==> src/hw/rtl/orma_pkg.sv <==
// Shared constants, types and the divide-by-window helper for the outlier-rejecting average.
package orma_pkg;

	localparam int unsigned SAMPLES = 8;
	localparam int unsigned DATA_W = 10;
	localparam int unsigned TDATA_W = 16;
	localparam int unsigned SLOT_W = (SAMPLES > 1) ? $clog2(SAMPLES) : 1;
	localparam int unsigned DIV_L = $clog2(SAMPLES);
	localparam int unsigned SUM_W = $clog2(SAMPLES * 1023 + 1);

	// floor(s / SAMPLES) == (s * RECIP) >> DIV_SHIFT for every s below 2**SUM_W
	localparam int unsigned DIV_SHIFT = SUM_W + DIV_L;
	localparam int unsigned RECIP_W = SUM_W + 1;
	localparam int unsigned PROD_W = SUM_W + RECIP_W;
	localparam logic [RECIP_W-1:0] RECIP =
		RECIP_W'(((64'd1 << DIV_SHIFT) + 64'(SAMPLES) - 64'd1) / 64'(SAMPLES));

	localparam logic [DATA_W-1:0] LOW_LIMIT_RESET = 10'd58;
	localparam logic [DATA_W-1:0] HIGH_LIMIT_RESET = 10'd120;

	localparam int unsigned CFG_IDX_W = 1;
	localparam logic [CFG_IDX_W-1:0] REG_LOW_LIMIT = 1'b0;
	localparam logic [CFG_IDX_W-1:0] REG_HIGH_LIMIT = 1'b1;

	typedef struct packed {
		logic [DATA_W-1:0] kept;
		logic replaced;
	} keep_t;

	function automatic logic [DATA_W-1:0] window_mean(input logic [SUM_W-1:0] sum);
		logic [PROD_W-1:0] prod;
		prod = {{RECIP_W{1'b0}}, sum} * {{SUM_W{1'b0}}, RECIP};
		return prod[DIV_SHIFT +: DATA_W];
	endfunction

endpackage

==> src/hw/rtl/orma_filter.sv <==
// Limit check: keep the sample or substitute the previously kept value.
module orma_filter (
	input  logic [orma_pkg::DATA_W-1:0] sample,
	input  logic [orma_pkg::DATA_W-1:0] low_limit,
	input  logic [orma_pkg::DATA_W-1:0] high_limit,
	input  logic [orma_pkg::DATA_W-1:0] last_kept,
	output orma_pkg::keep_t             result
);

	logic reject;

	// both bounds are inclusive; crossed limits reject everything
	assign reject = (sample > high_limit) || (sample < low_limit);

	always_comb begin
		result.replaced = reject;
		result.kept = reject ? last_kept : sample;
	end

endmodule

==> src/hw/rtl/orma_ring.sv <==
// Ring of kept samples with write slot, running sum and last kept value.
module orma_ring (
	input  logic                        clk,
	input  logic                        arst_n,
	input  logic                        wr_en,
	input  logic [orma_pkg::DATA_W-1:0] kept,
	output logic [orma_pkg::SUM_W-1:0]  sum_next,
	output logic [orma_pkg::DATA_W-1:0] last_kept
);

	logic [orma_pkg::DATA_W-1:0] ring_q [orma_pkg::SAMPLES];
	logic [orma_pkg::SLOT_W-1:0] slot_q;
	logic [orma_pkg::SUM_W-1:0] sum_q;
	logic [orma_pkg::DATA_W-1:0] last_q;
	logic [orma_pkg::SLOT_W-1:0] slot_next;

	assign sum_next = sum_q - orma_pkg::SUM_W'(ring_q[slot_q]) + orma_pkg::SUM_W'(kept);
	assign slot_next = (slot_q == orma_pkg::SLOT_W'(orma_pkg::SAMPLES - 1)) ?
		'0 : slot_q + orma_pkg::SLOT_W'(1);
	assign last_kept = last_q;

	always_ff @(posedge clk or negedge arst_n) begin
		if (!arst_n) begin
			for (int i = 0; i < orma_pkg::SAMPLES; i++) begin
				ring_q[i] <= '0;
			end
			slot_q <= '0;
			sum_q <= '0;
			last_q <= '0;
		end else if (wr_en) begin
			ring_q[slot_q] <= kept;
			slot_q <= slot_next;
			sum_q <= sum_next;
			last_q <= kept;
		end
	end

endmodule

==> src/hw/rtl/outlier_rejecting_moving_average.sv <==
// Top level: outlier-rejecting moving average over a ring of kept sonar samples.
//
// Input stream (s_axis_*): one beat carries one raw 10-bit sample in tdata[9:0].
// Output stream (m_axis_*): one beat per input beat, in order; tdata[9:0] is the
// truncated mean of the SAMPLES ring slots after the update, tuser[0] is set when
// the sample fell outside [low_limit, high_limit] and the previous kept value
// was stored in its place.
// Configuration: cfg_we with cfg_index 0 writes low_limit, index 1 writes
// high_limit (both 10 bits). Write only while the block holds no beat in flight.
// Datapath: an input register, then one pass of limit check, ring/sum update and
// reciprocal-multiply divide into the output register.
// Throughput: one beat per cycle while m_axis_tready stays high, set by the ring and sum update being done in one pass.
// Reset: arst_n clears the ring, running sum, write slot and last kept value to
// zero and loads the limits with 58 and 120; both stages come up empty.
// Stall: when m_axis_tready is low with a result waiting, the input register still
// takes one more beat if it is empty, then s_axis_tready drops; nothing is lost or repeated.
module outlier_rejecting_moving_average (
	input  logic                           clk,
	input  logic                           arst_n,
	input  logic                           s_axis_tvalid,
	output logic                           s_axis_tready,
	input  logic [orma_pkg::TDATA_W-1:0]   s_axis_tdata,   // [9:0] sample
	output logic                           m_axis_tvalid,
	input  logic                           m_axis_tready,
	output logic [orma_pkg::TDATA_W-1:0]   m_axis_tdata,   // [9:0] average
	output logic                           m_axis_tuser,   // [0] replaced
	input  logic                           cfg_we,
	input  logic [orma_pkg::CFG_IDX_W-1:0] cfg_index,
	input  logic [orma_pkg::DATA_W-1:0]    cfg_data
);

	logic [orma_pkg::DATA_W-1:0] low_limit_q;
	logic [orma_pkg::DATA_W-1:0] high_limit_q;

	logic valid_s1;
	logic [orma_pkg::DATA_W-1:0] sample_s1;

	logic valid_s2;
	logic [orma_pkg::DATA_W-1:0] average_s2;
	logic replaced_s2;

	logic out_free;
	logic advance;
	logic in_fire;
	orma_pkg::keep_t keep;
	logic [orma_pkg::DATA_W-1:0] last_kept;
	logic [orma_pkg::SUM_W-1:0] sum_next;

	// Result register frees up when empty or when its beat is taken this cycle.
	assign out_free = !valid_s2 || m_axis_tready;
	// Move the input-stage beat through the update only into a free result slot.
	assign advance = valid_s1 && out_free;
	assign s_axis_tready = !valid_s1 || out_free;
	assign in_fire = s_axis_tvalid && s_axis_tready;

	// Limits: plain write port, no read-back.
	always_ff @(posedge clk or negedge arst_n) begin
		if (!arst_n) begin
			low_limit_q <= orma_pkg::LOW_LIMIT_RESET;
			high_limit_q <= orma_pkg::HIGH_LIMIT_RESET;
		end else if (cfg_we) begin
			unique case (cfg_index)
				orma_pkg::REG_LOW_LIMIT: low_limit_q <= cfg_data;
				orma_pkg::REG_HIGH_LIMIT: high_limit_q <= cfg_data;
				default: ;
			endcase
		end
	end

	// Input register: hold while the beat waits for the result slot.
	always_ff @(posedge clk or negedge arst_n) begin
		if (!arst_n) begin
			valid_s1 <= 1'b0;
		end else if (s_axis_tready) begin
			valid_s1 <= s_axis_tvalid;
		end
	end

	always_ff @(posedge clk) begin
		if (in_fire) begin
			sample_s1 <= s_axis_tdata[orma_pkg::DATA_W-1:0];
		end
	end

	orma_filter u_filter (
		.sample     (sample_s1),
		.low_limit  (low_limit_q),
		.high_limit (high_limit_q),
		.last_kept  (last_kept),
		.result     (keep)
	);

	// Ring state commits exactly once per beat, when it enters the result register.
	orma_ring u_ring (
		.clk       (clk),
		.arst_n    (arst_n),
		.wr_en     (advance),
		.kept      (keep.kept),
		.sum_next  (sum_next),
		.last_kept (last_kept)
	);

	// Result register.
	always_ff @(posedge clk or negedge arst_n) begin
		if (!arst_n) begin
			valid_s2 <= 1'b0;
		end else if (out_free) begin
			valid_s2 <= valid_s1;
		end
	end

	always_ff @(posedge clk) begin
		if (advance) begin
			average_s2 <= orma_pkg::window_mean(sum_next);
			replaced_s2 <= keep.replaced;
		end
	end

	assign m_axis_tvalid = valid_s2;
	assign m_axis_tdata = {{(orma_pkg::TDATA_W - orma_pkg::DATA_W){1'b0}}, average_s2};
	assign m_axis_tuser = replaced_s2;

endmodule
==> config.mk <==
export PLATFORM = sky130hd
export DESIGN_NAME = outlier_rejecting_moving_average
export DESIGN_NICKNAME = d
export VERILOG_FILES = /design/src/hw/rtl/orma_pkg.sv /design/src/hw/rtl/orma_filter.sv /design/src/hw/rtl/orma_ring.sv /design/src/hw/rtl/outlier_rejecting_moving_average.sv
export SDC_FILE = /design/constraint.sdc
export NUM_CORES = 1
export LEC_CHECK = 0
export BUFFER_PORTS_ARGS = -buffer_cell sky130_fd_sc_hd__buf_2
export CORE_ASPECT_RATIO = 0.5
export CORE_MARGIN = 2
export CORE_UTILIZATION = 55
export DETAILED_ROUTE_END_ITERATION = 8
export HOLD_SLACK_MARGIN = 0.02
export PLACE_DENSITY = 0.76
export SYNTH_ARGS = -nofsm -noshare
export SYNTH_HDL_FRONTEND = slang
export SYNTH_HIERARCHICAL = 1
export SYNTH_SLANG_ARGS = --single-unit
export TNS_END_PERCENT = 1
==> constraint.sdc <==
create_clock -name clk -period 4.1 [get_ports clk]
set_input_delay 0.615 -clock clk [delete_from_list [all_inputs] [get_ports clk]]
set_output_delay 0.615 -clock clk [all_outputs]
set_load 0.05 [all_outputs]
==> metrics.md <==
| Metric | Value |
|---|---|
| R2R cell count | `20` |
| Multi-input combinational cell area | `0.00406 mm²` |
| Reg clk slew, reported paths | `70 ps` |
| Clk_lat worst skew | `430 ps` |
| RSZ-0062 raised after global routing | `true` |
| Final Hold Slack | `306 ps` |
| Yosys top cell area share | `37.5%` |
| N_diodes | `0` |
| Final period util | `103%` |
| CP Cell Sequence | `inv_2, ha_4, and4_1, o21ai_1, a31oi_2, buf_4, buf_4, o211ai_1, o211ai_4, inv_2, fa_1, inv_1, ha_4, o211ai_1, buf_4, o211ai_4, buf_4, a21oi_2, xnor2_1, xnor2_1` |
| Avg Vias per Cell | `5.70` |
| Starting Density | `55.8%` |
| #FFs+latches synth | `149` |
| Die area | `0.0156 mm²` |
| Vias in the first global route | `5,566` |
| Dpl hpwl | `11,700 µm` |
| Setup crit start kind | `flop` |
| Compound-Gate Fraction of Synth Area | `12.9%` |
| Drt wl/cell | `18.2 µm` |
| Final hold vios | `0` |
| YS warnings | `6` |
| Synth Cell Area | `0.00801 mm²` |
| Simple-Gate Fraction of Synth Area | `7.64%` |
| Clock Sink Count | `149` |
| Worst path most repeated cell | `buf_4` |
| CORE AREA | `0.0144 mm²` |
| Initial DRC count | `389` |
| TritonCTS clock tree | `done` |
| Slack of the critical path | `-124 ps` |
| Max_cap viols | `0` |
| Reg2Reg Setup Slack | `-120 ps` |
| Cts hold-fix bufs | `0` |
| Num CTS Buffers | `17` |
| Crit. path cell count | `20` |
| CTS root buf | `clkbuf_16` |
| Peak Freq | `237 MHz` |
| Synth Flop Type | `dfrtp_1` |
| CP Max Fanout | `6` |
| Setup CP Type | `reg2reg` |
| Via Count | `5,815` |
| Layout cell share with drive strength beyond 1 | `38.9%` |
| Die boundary width | `175 µm` |
| Top Ports | `51` |
| Failing checks | `negative setup slack` |
| Antenna Violating Nets Remaining | `0` |
| Synth area leader | `dfrtp_1` |
| Layout area overhead | `23.5%` |
| Slew margin rel. | `42.9%` |
| Worst Setup SP | `high_limit_q[5]` |
| Largest family of logic cells by synthesized area | `multiplexers` |
| End of the critical path | `average_s2[9]` |
| Leading cell type in the layout, fill and taps excluded | `dfrtp_1` |
| Final setup vio count | `5` |
| Post-synthesis adder-cell area fraction | `7.81%` |
| Synth area leaders | `dfrtp_1 (37%), mux2_2 (11%), edfxtp_1 (7.9%)` |
| Initial antenna violation count | `0` |
| Post-synthesis cell count | `701` |
| Slowest cell delay on critical path | `540 ps` |
| Commonest cells after routing, fill and taps aside | `dfrtp_1 (120), buf_4 (80), mux2_2 (77)` |
| Slew Limit Fails | `0` |
| Setup Skew | `10.3 ps` |
| Worst path arrival time | `4400 ps` |
| GRT Total Usage | `23.8%` |
| Post-synthesis mux area share | `16.5%` |
| RR Endpoint | `average_s2[9]` |
| DRC | `0` |
| Seq. cell area | `0.00384 mm²` |
| Max Buffers Root-to-Sink | `2` |
| First-pass GRT wire length | `28,800 µm` |
| FILL cells | `1,008` |
| Distinct cells, synth | `61` |
| Ys async rst share | `85.9%` |
| Post-synth EDFFs | `21` |
| Post-synthesis xor/xnor area fraction | `1.31%` |
| Mapped Avg Cell Area | `11.4 µm²` |
| Worst-margin pin slew | `857 ps` |
| WP buf/inv | `7` |
| Required @ worst endpoint | `4280 ps` |
| Post-Route WL | `18,600 µm` |
| Nets | `886` |
| GRT overflow | `0` |
| 1st-pass router iterations | `6` |
| Placer Congestion | `0.826` |
| Status | `finished with violations` |
| Sequential-to-total area share from yosys stat | `48.0%` |
| Die Y | `89.3 µm` |
| Post-layout min period | `4220 ps` |
| Slowest CP cell | `dfstp_2` |
| Pin count of the biggest net entering global routing | `66` |
| Standard-cell row count | `31` |
| Nature of the critical path endpoint | `flop` |
| Port bufs | `38` |
| Worst Hold Class | `in2async` |
| Reg2reg start | `high_limit_q[5]` |
| CTS H-Tree Depth | `4` |
| Crit-path leading delay family | `adder cells` |
==> flip-flops by register name, summed over array words and instances (netlist names) <==
signal	count
u_ring/last_kept	10
low_limit_q	10
m_axis_tvalid	1
u_ring/sum_q	13
sample_s1	10
m_axis_tuser	1
valid_s1	1
high_limit_q	10
u_ring/ring_q	80
average_s2	10
u_ring/slot_q	3
==> metrics by stage <==
step | worst slack (ps) | area, µm² | utilization, % | setup TNS, ps | cells
after floorplan | 52.0 | 8030 | - | 0 | 706
after global placement | -228 | 8750 | 61.0 | -1500 | 963
after detailed placement | -312 | 8750 | 61.0 | -2250 | 963
after CTS | -0.243 | 9660 | 67.3 | -0.243 | 1006
after global routing | -300 | 9900 | 69.0 | -1850 | 1021
final | -124 | 9900 | 69.0 | -459 | 1021
==> per-layer routing <==
metal	global-route usage [%]	part of all wire, %	up-vias	routed length, µm
met1	32.2	47	2909	8690
met4	7.42	1.5	0	273
met2	39.5	48	178	8860
met3	4.63	4.0	32	750
met5	0	0	-	0
li1	-	-	2696	-
==> worst reg2reg max path, cell delays in order, from the launching register on <==
cell and delay [ps]:
dfstp_2 540, inv_2 50, ha_4 250, and4_1 200, o21ai_1 80, a31oi_2 250, buf_4 170, buf_4 120
o211ai_1 120, o211ai_4 130, inv_2 90, fa_1 530, inv_1 80, ha_4 290, o211ai_1 120, buf_4 160
o211ai_4 300, buf_4 180, a21oi_2 50, xnor2_1 130, xnor2_1 120
==> area by class of cell <==
type                            instances  share of cell area (%)
Timing Repair Buffer                  125                    9.12
Tap cell                              198                    2.50
Multi-Input combinational cell        455                    41.0
Inverter                               62                    2.35
Clock buffer                           20                    4.73
Clock inverter                         12                    1.44
Sequential cell                       149                    38.8
==> cells by family after synthesis <==
| family | Yosys count |
|---|---|
| adder cells (fa/ha/maj) | 44 |
| buffers and inverters | 102 |
| multiplexers | 114 |
| other | 1 |
| XOR/XNOR | 12 |
| flip-flops | 149 |
| AND/OR/NAND/NOR | 125 |
| AO/OA/AOI/OAI | 154 |
==> worst min path at each step <==
stage	startpoint	to	slack, ps	depth (start not counted)
6_report	arst_n	low_limit_q[9]	310	1
5_1_grt	s_axis_tdata[8]	sample_s1[8]	350	1
4_1_cts	arst_n	high_limit_q[9]	340	1
3_5_place_dp	u_ring/ring_q[21]	u_ring/ring_q[21]	470	2
3_3_place_gp	valid_s1	m_axis_tvalid	450	1
2_1_floorplan	arst_n	high_limit_q[0]	320	0
==> synthesized netlist by cell type, drive strengths merged, types with 8 or more instances <==
cell / number
dfrtp: 120
mux2: 92
o21ai: 66
inv: 62
nand2: 56
ha: 34
buf: 31
o211ai: 23
edfxtp: 21
mux2i: 20
a21oi: 18
nand3: 18
nor2: 16
fa: 10
a31oi: 9
clkbuf: 9
dfstp: 8
==> timing repair <==
item / in CTS / in global routing
gates cloned: 0 / 1
gates resized for setup: 40 / 25
setup endpoints to repair: 14 / 18
buffers inserted: 11 / 14
pin swaps: 25 / 30
Power is not shown: default switching activity piles up to over one toggle a cycle in this logic, so the estimate is an artifact.
